**src/ucfc_pkg.sv**
```systemverilog
package ucfc_pkg;

    localparam int unsigned BYTE_W   = 8;
    localparam int unsigned STATUS_W = 2;

    localparam logic [BYTE_W-1:0] CRC_POLY = 8'h07;
    localparam logic [BYTE_W-1:0] CRC_TOP  = 8'h80;
    localparam logic [BYTE_W-1:0] CRC_INIT = 8'h00;

    typedef enum logic [STATUS_W-1:0] {
        STATUS_OK        = 2'd0,
        STATUS_CRC_FAIL  = 2'd1,
        STATUS_TOO_SHORT = 2'd2
    } t_status;

    typedef struct packed {
        t_status           status;
        logic [BYTE_W-1:0] computed_crc;
    } t_result;

    // CRC-8, poly 0x07, MSB first; unrolls into a small XOR network
    function automatic logic [BYTE_W-1:0] crc8_update(
        input logic [BYTE_W-1:0] crc,
        input logic [BYTE_W-1:0] b
    );
        logic [BYTE_W-1:0] c;
        c = crc ^ b;
        for (int k = 0; k < BYTE_W; k++) begin
            if ((c & CRC_TOP) != '0) begin
                c = (c << 1) ^ CRC_POLY;
            end else begin
                c = c << 1;
            end
        end
        return c;
    endfunction

endpackage

```
**src/ucfc_frame_core.sv**
```systemverilog
module ucfc_frame_core (
    input  logic                  i_clk,
    input  logic                  i_rst_n,
    input  logic                  i_cfg_we,
    input  logic [ucfc_pkg::BYTE_W-1:0] i_cfg_escape_byte,
    input  logic                  i_accept,
    input  logic [ucfc_pkg::BYTE_W-1:0] i_data_byte,
    input  logic                  i_frame_end,
    output logic                  o_push,
    output ucfc_pkg::t_result     o_result
);
    import ucfc_pkg::*;

    logic [BYTE_W-1:0] r_escape, n_escape;
    logic [BYTE_W-1:0] r_crc, n_crc;
    logic [BYTE_W-1:0] r_held, n_held;
    logic              r_held_vld, n_held_vld;
    logic              r_esc_pend, n_esc_pend;
    logic [BYTE_W-1:0] w_crc_upd;

    assign w_crc_upd = crc8_update(r_crc, r_held);

    always_comb begin
        n_escape   = i_cfg_we ? i_cfg_escape_byte : r_escape;
        n_crc      = r_crc;
        n_held     = r_held;
        n_held_vld = r_held_vld;
        n_esc_pend = r_esc_pend;
        o_push     = 1'b0;
        o_result.status       = STATUS_TOO_SHORT;
        o_result.computed_crc = '0;
        if (i_accept) begin
            if (!i_frame_end) begin
                // the held word is body, not CRC: unstuff and fold it now
                if (r_held_vld) begin
                    if (r_esc_pend) begin
                        n_crc      = w_crc_upd;
                        n_esc_pend = 1'b0;
                    end else if (r_held == r_escape) begin
                        n_esc_pend = 1'b1;
                    end else begin
                        n_crc = w_crc_upd;
                    end
                end
                n_held     = i_data_byte;
                n_held_vld = 1'b1;
            end else begin
                o_push = 1'b1;
                if (r_held_vld) begin
                    o_result.status       = (r_held != r_crc) ? STATUS_CRC_FAIL : STATUS_OK;
                    o_result.computed_crc = r_crc;
                end
                n_crc      = CRC_INIT;
                n_held     = '0;
                n_held_vld = 1'b0;
                n_esc_pend = 1'b0;
            end
        end
    end

    always_ff @(posedge i_clk) begin
        if (!i_rst_n) begin
            r_escape   <= '0;
            r_crc      <= CRC_INIT;
            r_held     <= '0;
            r_held_vld <= 1'b0;
            r_esc_pend <= 1'b0;
        end else begin
            r_escape   <= n_escape;
            r_crc      <= n_crc;
            r_held     <= n_held;
            r_held_vld <= n_held_vld;
            r_esc_pend <= n_esc_pend;
        end
    end

endmodule

```
**src/ucfc_out_buf.sv**
```systemverilog
module ucfc_out_buf (
    input  logic              i_clk,
    input  logic              i_rst_n,
    input  logic              i_push,
    input  ucfc_pkg::t_result i_push_data,
    input  logic              i_out_stall,
    output logic              o_out_valid,
    output ucfc_pkg::t_result o_out_data,
    output logic              o_full
);
    import ucfc_pkg::*;

    logic [1:0] r_cnt, n_cnt;
    t_result    r_slot0, n_slot0;
    t_result    r_slot1, n_slot1;
    logic       w_pop;

    assign w_pop       = (r_cnt != 2'd0) && !i_out_stall;
    assign o_out_valid = (r_cnt != 2'd0);
    assign o_out_data  = r_slot0;
    assign o_full      = (r_cnt == 2'd2);

    // two words: head register plus one skid slot
    always_comb begin
        n_cnt   = r_cnt;
        n_slot0 = r_slot0;
        n_slot1 = r_slot1;
        case ({i_push, w_pop})
            2'b10: begin
                if (r_cnt == 2'd0) begin
                    n_slot0 = i_push_data;
                end else begin
                    n_slot1 = i_push_data;
                end
                n_cnt = r_cnt + 2'd1;
            end
            2'b01: begin
                n_slot0 = r_slot1;
                n_cnt   = r_cnt - 2'd1;
            end
            2'b11: begin
                if (r_cnt == 2'd1) begin
                    n_slot0 = i_push_data;
                end else begin
                    n_slot0 = r_slot1;
                    n_slot1 = i_push_data;
                end
            end
            default: begin
            end
        endcase
    end

    always_ff @(posedge i_clk) begin
        if (!i_rst_n) begin
            r_cnt <= 2'd0;
        end else begin
            r_cnt <= n_cnt;
        end
    end

    always_ff @(posedge i_clk) begin
        r_slot0 <= n_slot0;
        r_slot1 <= n_slot1;
    end

endmodule

```
**src/unescape_crc8_frame_check_unit.sv**
```systemverilog
// channel  | handshake                  | payload
// ---------+----------------------------+-------------------------------
// cfg      | i_cfg_valid / o_cfg_ready  | i_cfg_escape_byte
// in       | i_in_valid  / o_in_stall   | i_data_byte, i_frame_end
// out      | o_out_valid / i_out_stall  | o_status, o_computed_crc
//
// One byte per cycle unless stalled; the unstuff and CRC fold of the held
// byte is one XOR network between the frame state registers. A result
// appears in the cycle after its end-marker word when the output buffer is
// empty. Synchronous active-low reset clears frame state, the escape
// register and the output buffer. The output buffer holds two words; input
// stalls while both are taken, which needs the output to have stalled.
module unescape_crc8_frame_check_unit (
    input  logic                        i_clk,
    input  logic                        i_rst_n,
    input  logic                        i_cfg_valid,
    output logic                        o_cfg_ready,
    input  logic [ucfc_pkg::BYTE_W-1:0] i_cfg_escape_byte,
    input  logic                        i_in_valid,
    output logic                        o_in_stall,
    input  logic [ucfc_pkg::BYTE_W-1:0] i_data_byte,
    input  logic                        i_frame_end,
    output logic                        o_out_valid,
    input  logic                        i_out_stall,
    output logic [ucfc_pkg::STATUS_W-1:0] o_status,
    output logic [ucfc_pkg::BYTE_W-1:0] o_computed_crc
);
    import ucfc_pkg::*;

    logic    w_accept;
    logic    w_push;
    logic    w_full;
    t_result w_result;
    t_result w_out_data;

    assign o_cfg_ready    = 1'b1;
    assign o_in_stall     = w_full;
    assign w_accept       = i_in_valid && !w_full;
    assign o_status       = w_out_data.status;
    assign o_computed_crc = w_out_data.computed_crc;

    ucfc_frame_core u_core (
        .i_clk             (i_clk),
        .i_rst_n           (i_rst_n),
        .i_cfg_we          (i_cfg_valid && o_cfg_ready),
        .i_cfg_escape_byte (i_cfg_escape_byte),
        .i_accept          (w_accept),
        .i_data_byte       (i_data_byte),
        .i_frame_end       (i_frame_end),
        .o_push            (w_push),
        .o_result          (w_result)
    );

    ucfc_out_buf u_out (
        .i_clk       (i_clk),
        .i_rst_n     (i_rst_n),
        .i_push      (w_push),
        .i_push_data (w_result),
        .i_out_stall (i_out_stall),
        .o_out_valid (o_out_valid),
        .o_out_data  (w_out_data),
        .o_full      (w_full)
    );

`ifndef NO_ASSERTIONS
    a_stall_implies_valid: assert property (@(posedge i_clk) disable iff (!i_rst_n)
        o_in_stall |-> o_out_valid)
        else $error("input stalled with empty output buffer");

    a_end_gives_result: assert property (@(posedge i_clk) disable iff (!i_rst_n)
        (w_accept && i_frame_end) |=> o_out_valid)
        else $error("end marker accepted but no result word");

    a_short_crc_zero: assert property (@(posedge i_clk) disable iff (!i_rst_n)
        (o_out_valid && o_status == STATUS_TOO_SHORT) |-> (o_computed_crc == '0))
        else $error("too-short frame reports nonzero crc");

    a_ok_only_nonfull_push: assert property (@(posedge i_clk) disable iff (!i_rst_n)
        w_push |-> !w_full)
        else $error("result pushed into full output buffer");
`endif

endmodule

```
**config.mk**
```make
export PLATFORM = sky130hd
export DESIGN_NAME = unescape_crc8_frame_check_unit
export DESIGN_NICKNAME = d
export VERILOG_FILES = /design/src/ucfc_pkg.sv /design/src/ucfc_frame_core.sv /design/src/ucfc_out_buf.sv /design/src/unescape_crc8_frame_check_unit.sv
export SDC_FILE = /design/constraint.sdc
export NUM_CORES = 1
export LEC_CHECK = 0
export BUFFER_PORTS_ARGS = -buffer_cell sky130_fd_sc_hd__buf_2
export CORE_ASPECT_RATIO = 0.9
export CORE_UTILIZATION = 55
export CTS_CLUSTER_DIAMETER = 150
export DETAILED_ROUTE_END_ITERATION = 12
export PLACE_DENSITY_LB_ADDON = 0.3
export SETUP_SLACK_MARGIN = 0.1
export SYNTH_ARGS = -nofsm -noshare
export SYNTH_HDL_FRONTEND = slang
export SYNTH_SLANG_ARGS = --single-unit
```
**constraint.sdc**
```tcl
create_clock -name i_clk -period 3.4 [get_ports i_clk]
set_clock_uncertainty 0.05 [all_clocks]
set_input_delay 0.68 -clock i_clk [delete_from_list [all_inputs] [get_ports i_clk]]
set_output_delay 0.68 -clock i_clk [all_outputs]
set_load 0.03 [all_outputs]
```
==> impl_metrics.tcl, run 1 <==
set metrics [dict create \
    cts_tree "yes" \
    final_core_util_pct 64.8 \
    reg2reg_to "u_out.o_out_data[3]$_DFFE_PP_" \
    cp-startpoint "u_out.r_cnt[0]$_SDFFE_PN0P_" \
    post-route-period-util_pct 70.0 \
    r2r_slack_ns 1.02 \
    cellPowerDensity_mw_per_mm2 598 \
    drive_gt1_share_pct 18.6 \
    clock_sinks 48 \
    synth_top_cell_by_area "edfxtp_1" \
    post_cts_buffers 0 \
    synth_edf_count 20 \
    async_flop_share_pct 0 \
    rows 22 \
    synth_fp_nets 257 \
    cp.required_ns 3.51 \
    grtUsageTotal_pct 19.1 \
    dp_hpwl_um 3020 \
    netlist_area_mm2 0.00242 \
    post_drt_wl_per_cell_um 12.6 \
    dpl_worst_slack_ns 0.940 \
    hold_start "u_core.r_held[3]$_SDFFE_PN0P_" \
    clk_pin_slew_ns 0.09 \
    syn-mean-instance-area_um2 10.7 \
    die_w_um 71.9 \
    tightestPinTransition_ns 0.540 \
    synth_ff_type "dfxtp_1" \
    worstHoldPathCells 2 \
    cpPeakStageDelay_ns 0.42 \
    syn2layout_area_growth_pct 11.4 \
    drt-total-wl_um 3990 \
    report.final.slew_viol_count 0 \
    grt_pass1_vias 1546 \
    ys_types 41 \
    peakVddDrop_uv 419 \
    crit_family "simple AND/OR/NAND/NOR gates" \
    cts-htree-levels 2 \
    place.gp.congestion 0.782 \
    endpoint_kind "register" \
    clk_path_buf_depth 2 \
    antenna_left 0 \
    path_class "register to register" \
    hold_class "register to register" \
    rr_startpoint "u_out.r_cnt[0]$_SDFFE_PN0P_" \
    fp.dieH_um 64.9 \
    drcViolationCount 0 \
    ctsHoldBuffers 0 \
    io_pins 35 \
    status "complete, no violations" \
    r2r_cells 10 \
    fmax_mhz 420 \
    final_common_cell "buf_2" \
    final.setup.worst_slack_ns 1.02 \
    postCtsResizedCells 0 \
    period_needed_ns 2.38 \
    slowest_stage "nor2_1" \
    setup_viol 0 \
    synth_top_area_share_pct 24.8 \
    startpoint_type "register" \
    n_antenna_cell 0 \
    core_mm2 0.00416 \
    arrival_ns 2.49 \
    yosys_warnings 0 \
    port_buffers 33 \
    slew_headroom_pct 63.9 \
    final.setup.tns_ns 0 \
    placed_cells 310 \
    n_fill_cell 322 \
    rsz0062_at_grt "no" \
    insertion_delay_ns 0.30 \
    holdWs_ns 0.470 \
    leakage_nw 1.07 \
    final_cell_mix "33 x buf_2, 28 x dfxtp_1, 25 x xnor2_1" \
    drtPass1Iterations 4 \
    ys_seq_area_share_pct 48.0 \
    cts_root_buffer "clkbuf_8" \
    first_iter_violations 45 \
    via_per_inst 5.20 \
    instances_no_fill 318 \
    grt_pass1_wl_um 6890 \
    vias 1654 \
    cap_violations 0 \
    worst-path-buf-inv 3 \
    start_util_pct 58.2 \
    crit_chain "inv_1, ha_1, nor2b_1, buf_4, nand2_1, inv_1, ha_1, a21oi_1, nor2_1, a22o_1" \
    grt_max_degree 33 \
    hold_viol 0 \
    synthTopCellsByArea "edfxtp_1 25%, dfxtp_1 23%, xnor2_1 9.0%" \
    cts_buffers 5 \
    path_max_fanout 11 \
    die-area_mm2 0.00467 \
    synth_cells 226 \
    ys_ff_latch 48 \
    fin_nets 288 \
    hold_end "u_core.r_held[3]$_SDFFE_PN0P_" \
    antenna_found_initial 0 \
    grt-ovfl-total 0 \
]
## cell usage after synthesis, types with 2 or more instances
library cell and n:
dfxtp_1 28, xnor2_1 25, edfxtp_1 20, nand2_1 19, a21boi_0 12, and2_1 10, ha_1 9, nand3_1 9
nor2b_1 9, a22o_1 8, inv_1 8, mux2i_1 8, clkbuf_1 6, nor2_1 5, or3_1 5, xor2_1 5
a21oi_1 4, o21ai_0 4, and3_1 3, o22ai_1 3, buf_2 2, nand2b_1 2, nand3b_1 2, nand4_1 2
o21ba_2 2
## registers in the layout, summed over array words and instances (netlist names)
| name | cells |
|---|---|
| u_core.r_held | 8 |
| u_out.r_cnt | 2 |
| u_out.r_slot1 | 10 |
| u_core.r_held_vld | 1 |
| u_core.r_esc_pend | 1 |
| u_core.r_escape | 8 |
| u_core.r_crc | 8 |
| u_out.o_out_data | 10 |
## power breakdown
group | internal (mW) | switching, mW | leakage, nW
combinational | 0.208 | 0.331 | 0.604
clock | 0.144 | 0.179 | 0.0460
sequential | 0.704 | 0.0456 | 0.419
total | 1.06 | 0.556 | 1.07
## layout make-up
type                            instances  area [um^2]  area share, %
Clock buffer                            5         68.8           2.55
Clock inverter                          3         17.5          0.650
Multi-Input combinational cell        158         1150           42.9
Sequential cell                        48         1160           43.1
Timing Repair Buffer                   36          188           6.96
Inverter                                8         30.0           1.11
Tap cell                               60         75.1           2.79
## kinds of logic (layout without fill, tap and decap cells)
group	after synthesis	after routing	share of synthesized area (%)
muxes	8	8	3.31
buffers and inverters	20	52	4.29
adders and majority gates	9	9	4.65
AOI/OAI and AO/OA	40	40	12.9
other	1	1	0.155
DFF	48	48	48.0
and+or+nand+nor	69	69	15.1
xor gates and xnor gates	31	31	11.5
## worst register-to-register path, cell delays in order, from the launching register on
cell	delay [ns]
dfxtp_1	0.39
inv_1	0.08
ha_1	0.23
nor2b_1	0.11
buf_4	0.18
nand2_1	0.11
inv_1	0.12
ha_1	0.22
a21oi_1	0.08
nor2_1	0.42
a22o_1	0.24
## how the worst max path moves through the flow
stage | to | slack [ns] | depth (start not counted)
2_1_floorplan | u_out.r_slot1[0]$_DFFE_PP_ | 0.56 | 8
3_3_place_gp | u_out.r_slot1[2]$_DFFE_PP_ | 1.02 | 8
3_5_place_dp | u_out.o_out_data[3]$_DFFE_PP_ | 0.94 | 9
4_1_cts | u_out.o_out_data[3]$_DFFE_PP_ | 1.02 | 10
5_1_grt | u_out.o_out_data[2]$_DFFE_PP_ | 0.76 | 10
6_report | u_out.o_out_data[3]$_DFFE_PP_ | 1.02 | 10
## routing by layer
metal,part of all wire [%],GRT usage [%]
met1,46,22.3
met2,49,34.6
met3,4.8,4.35
met4,1.1,5.88
met5,0,0
## stage by stage
step | power, mW | cell area, um^2
after global placement | 1.29 | 2610
after global routing | 1.71 | 2700
final | 1.61 | 2700
after CTS | 1.63 | 2700
after detailed placement | 1.30 | 2610
after floorplan | 1.18 | 2420
(Power assumes the default switching activity.)
==> run 2: changes to the inputs <==
--- a/config.mk
+++ b/config.mk
@@ -7,7 +7,7 @@
 export LEC_CHECK = 0
 export BUFFER_PORTS_ARGS = -buffer_cell sky130_fd_sc_hd__buf_2
 export CORE_ASPECT_RATIO = 0.9
-export CORE_UTILIZATION = 55
+export CORE_UTILIZATION = 51
 export CTS_CLUSTER_DIAMETER = 150
 export DETAILED_ROUTE_END_ITERATION = 12
 export PLACE_DENSITY_LB_ADDON = 0.3
==> constraint.sdc (replaced) <==
create_clock -name i_clk -period 2.13 [get_ports i_clk]
set_clock_uncertainty 0.05 [all_clocks]
set_input_delay 0.426 -clock i_clk [delete_from_list [all_inputs] [get_ports i_clk]]
set_output_delay 0.426 -clock i_clk [all_outputs]
set_load 0.03 [all_outputs]
==> run 2 against run 1 <==
Non-clock buffer count increased by 17; final cell count increased by 6.3%; die area increased by 7.6%; count of clock-buffer cells in the layout increased by 1; clock power increased by 97%; critical path depth decreased by 1; combinational power increased by 100%; critical endpoint is now u_out.o_out_data[6]$_DFFE_PP_; largest cell class is now multi-input combinational cells.
==> impl_metrics.tcl, run 2 (synthesized netlist as in run 1, its figures left out) <==
set metrics [dict create \
    endpoint_kind "register" \
    instances_no_fill 338 \
    syn2layout_area_growth_pct 24.1 \
    antenna_left 0 \
    grt-ovfl-total 0 \
    multi_input_area_mm2 0.00130 \
    cellPowerDensity_mw_per_mm2 977 \
    vias 1705 \
    via_per_inst 5.04 \
    grt_pass1_vias 1698 \
    final.setup.tns_ns 0 \
    fmax_mhz 514 \
    crit_path_frequent_cell "ha_4" \
    grtUsageTotal_pct 20.8 \
    peakVddDrop_uv 631 \
    clock_sinks 48 \
    dp_hpwl_um 3400 \
    power.total_mw 2.93 \
    p_int_mw 1.93 \
    post_drt_wl_per_cell_um 13.3 \
    drive_gt1_share_pct 31.9 \
    post-route-period-util_pct 91.3 \
    slowest_stage "dfxtp_2" \
    fin_nets 306 \
    core_mm2 0.00452 \
    path_max_fanout 8 \
    clk_path_buf_depth 2 \
    fp.dieH_um 67.3 \
    cpPeakStageDelay_ns 0.35 \
    final_cell_mix "33 x buf_2, 26 x dfxtp_1, 22 x xnor2_1" \
    drcViolationCount 0 \
    start_util_pct 53.6 \
    die-area_mm2 0.00502 \
    io_pins 35 \
    insertion_delay_ns 0.29 \
    period_needed_ns 1.95 \
    rsz0062_at_grt "no" \
    cts_root_buffer "clkbuf_8" \
    cap_violations 0 \
    die_w_um 74.6 \
    placed_cells 326 \
    drt-total-wl_um 4500 \
    report.final.slew_viol_count 0 \
    pwr-share-seq_pct 40.8 \
    cp.required_ns 2.13 \
    grt_max_degree 20 \
    final_common_cell "buf_2" \
    arrival_ns 1.95 \
    startpoint_type "register" \
    port_buffers 33 \
    rows 23 \
    regArea_mm2 0.00116 \
    power.share.combinational_pct 37.5 \
    hold_class "input port to register" \
    drtPass1Iterations 4 \
    holdWs_ns 0.342 \
    ctsHoldBuffers 0 \
    grt_pass1_wl_um 7780 \
    cts_buffers 5 \
    clk_pin_slew_ns 0.09 \
    cts-htree-levels 2 \
    swShare_pct 34.1 \
    leakage_nw 1.17 \
    cts_tree "yes" \
    antenna_found_initial 0 \
    place.gp.congestion 0.872 \
    place_area_mm2 0.00279 \
    p_sw_mw 1.00 \
    first_iter_violations 96 \
    hold_viol 0 \
    clock_power_share_pct 21.7 \
    n_antenna_cell 0 \
    status "complete, no violations" \
    n_fill_cell 360 \
    crit_chain "inv_2, ha_4, or2_4, clkinvlp_4, ha_4, a21oi_4, nor2_2, buf_4, a22o_1" \
    finalInstanceArea_mm2 0.00300 \
    setup_viol 0 \
    path_class "register to register" \
]
-- run 2: power by group through the flow --
stage	registers (mW)	logic [mW]	clock network, mW
after global placement	1.21	0.983	0
final	1.20	1.10	0.636
after floorplan	1.36	0.625	0
after global routing	1.22	1.21	0.685
after CTS	1.20	1.05	0.650
after detailed placement	1.22	1.00	0
-- run 2: metrics by stage --
| step | util (%) | worst slack (ns) |
|---|---|---|
| after floorplan | - | 0.109 |
| after global placement | 61.7 | 0.134 |
| after detailed placement | 61.7 | 0.0244 |
| after CTS | 64.9 | 0.117 |
| after global routing | 66.5 | 0.0877 |
| final | 66.5 | 0.184 |
-- run 2: repair_timing --
item	4_1_cts	5_1_grt
endpoints found under the hold margin	0	0
cloned	1	0
setup endpoints to repair	9	22
buffers inserted	1	2
pin swaps	2	2
resized for setup	5	10
-- run 2: critical path, delay by kind of cell (launching register included) --
kind	cells	cell delay [ns]
buffers and inverters	3	0.39
adder cells (fa/ha/maj)	2	0.39
flip-flops	1	0.35
AND/OR/NAND/NOR	2	0.20
AO/OA/AOI/OAI	2	0.34
-- run 2: worst paths after layout --
check                           cells after the start                           from  slack [ns]                              end
worst min-delay path                                3           i_cfg_escape_byte[4]        0.34  u_core.r_escape[4]$_SDFFE_PN0P_
worst max-delay path                                9    u_out.r_cnt[0]$_SDFFE_PN0P_        0.18    u_out.o_out_data[6]$_DFFE_PP_
worst max register to register                      9    u_out.r_cnt[0]$_SDFFE_PN0P_        0.18    u_out.o_out_data[6]$_DFFE_PP_
worst min register to register                      2  u_core.r_held[5]$_SDFFE_PN0P_        0.47    u_core.r_held[5]$_SDFFE_PN0P_
-- run 2: area by class of cell --
type / count / area share [%]
repair buffers: 53 / 10.6
well taps: 62 / 2.58
inverters: 8 / 1.13
flip-flops and latches: 48 / 38.8
clock buffers: 6 / 2.42
clock inverters: 2 / 1.17
multi-input cells: 159 / 43.3
-- run 2: metal layers --
layer	vias to the layer above	wire length, um	track usage [%]
met5	-	0	0
met4	0	56	6.60
met3	7	184	4.48
met2	44	2180	34.6
met1	773	2080	27.1
li1	881	-	-
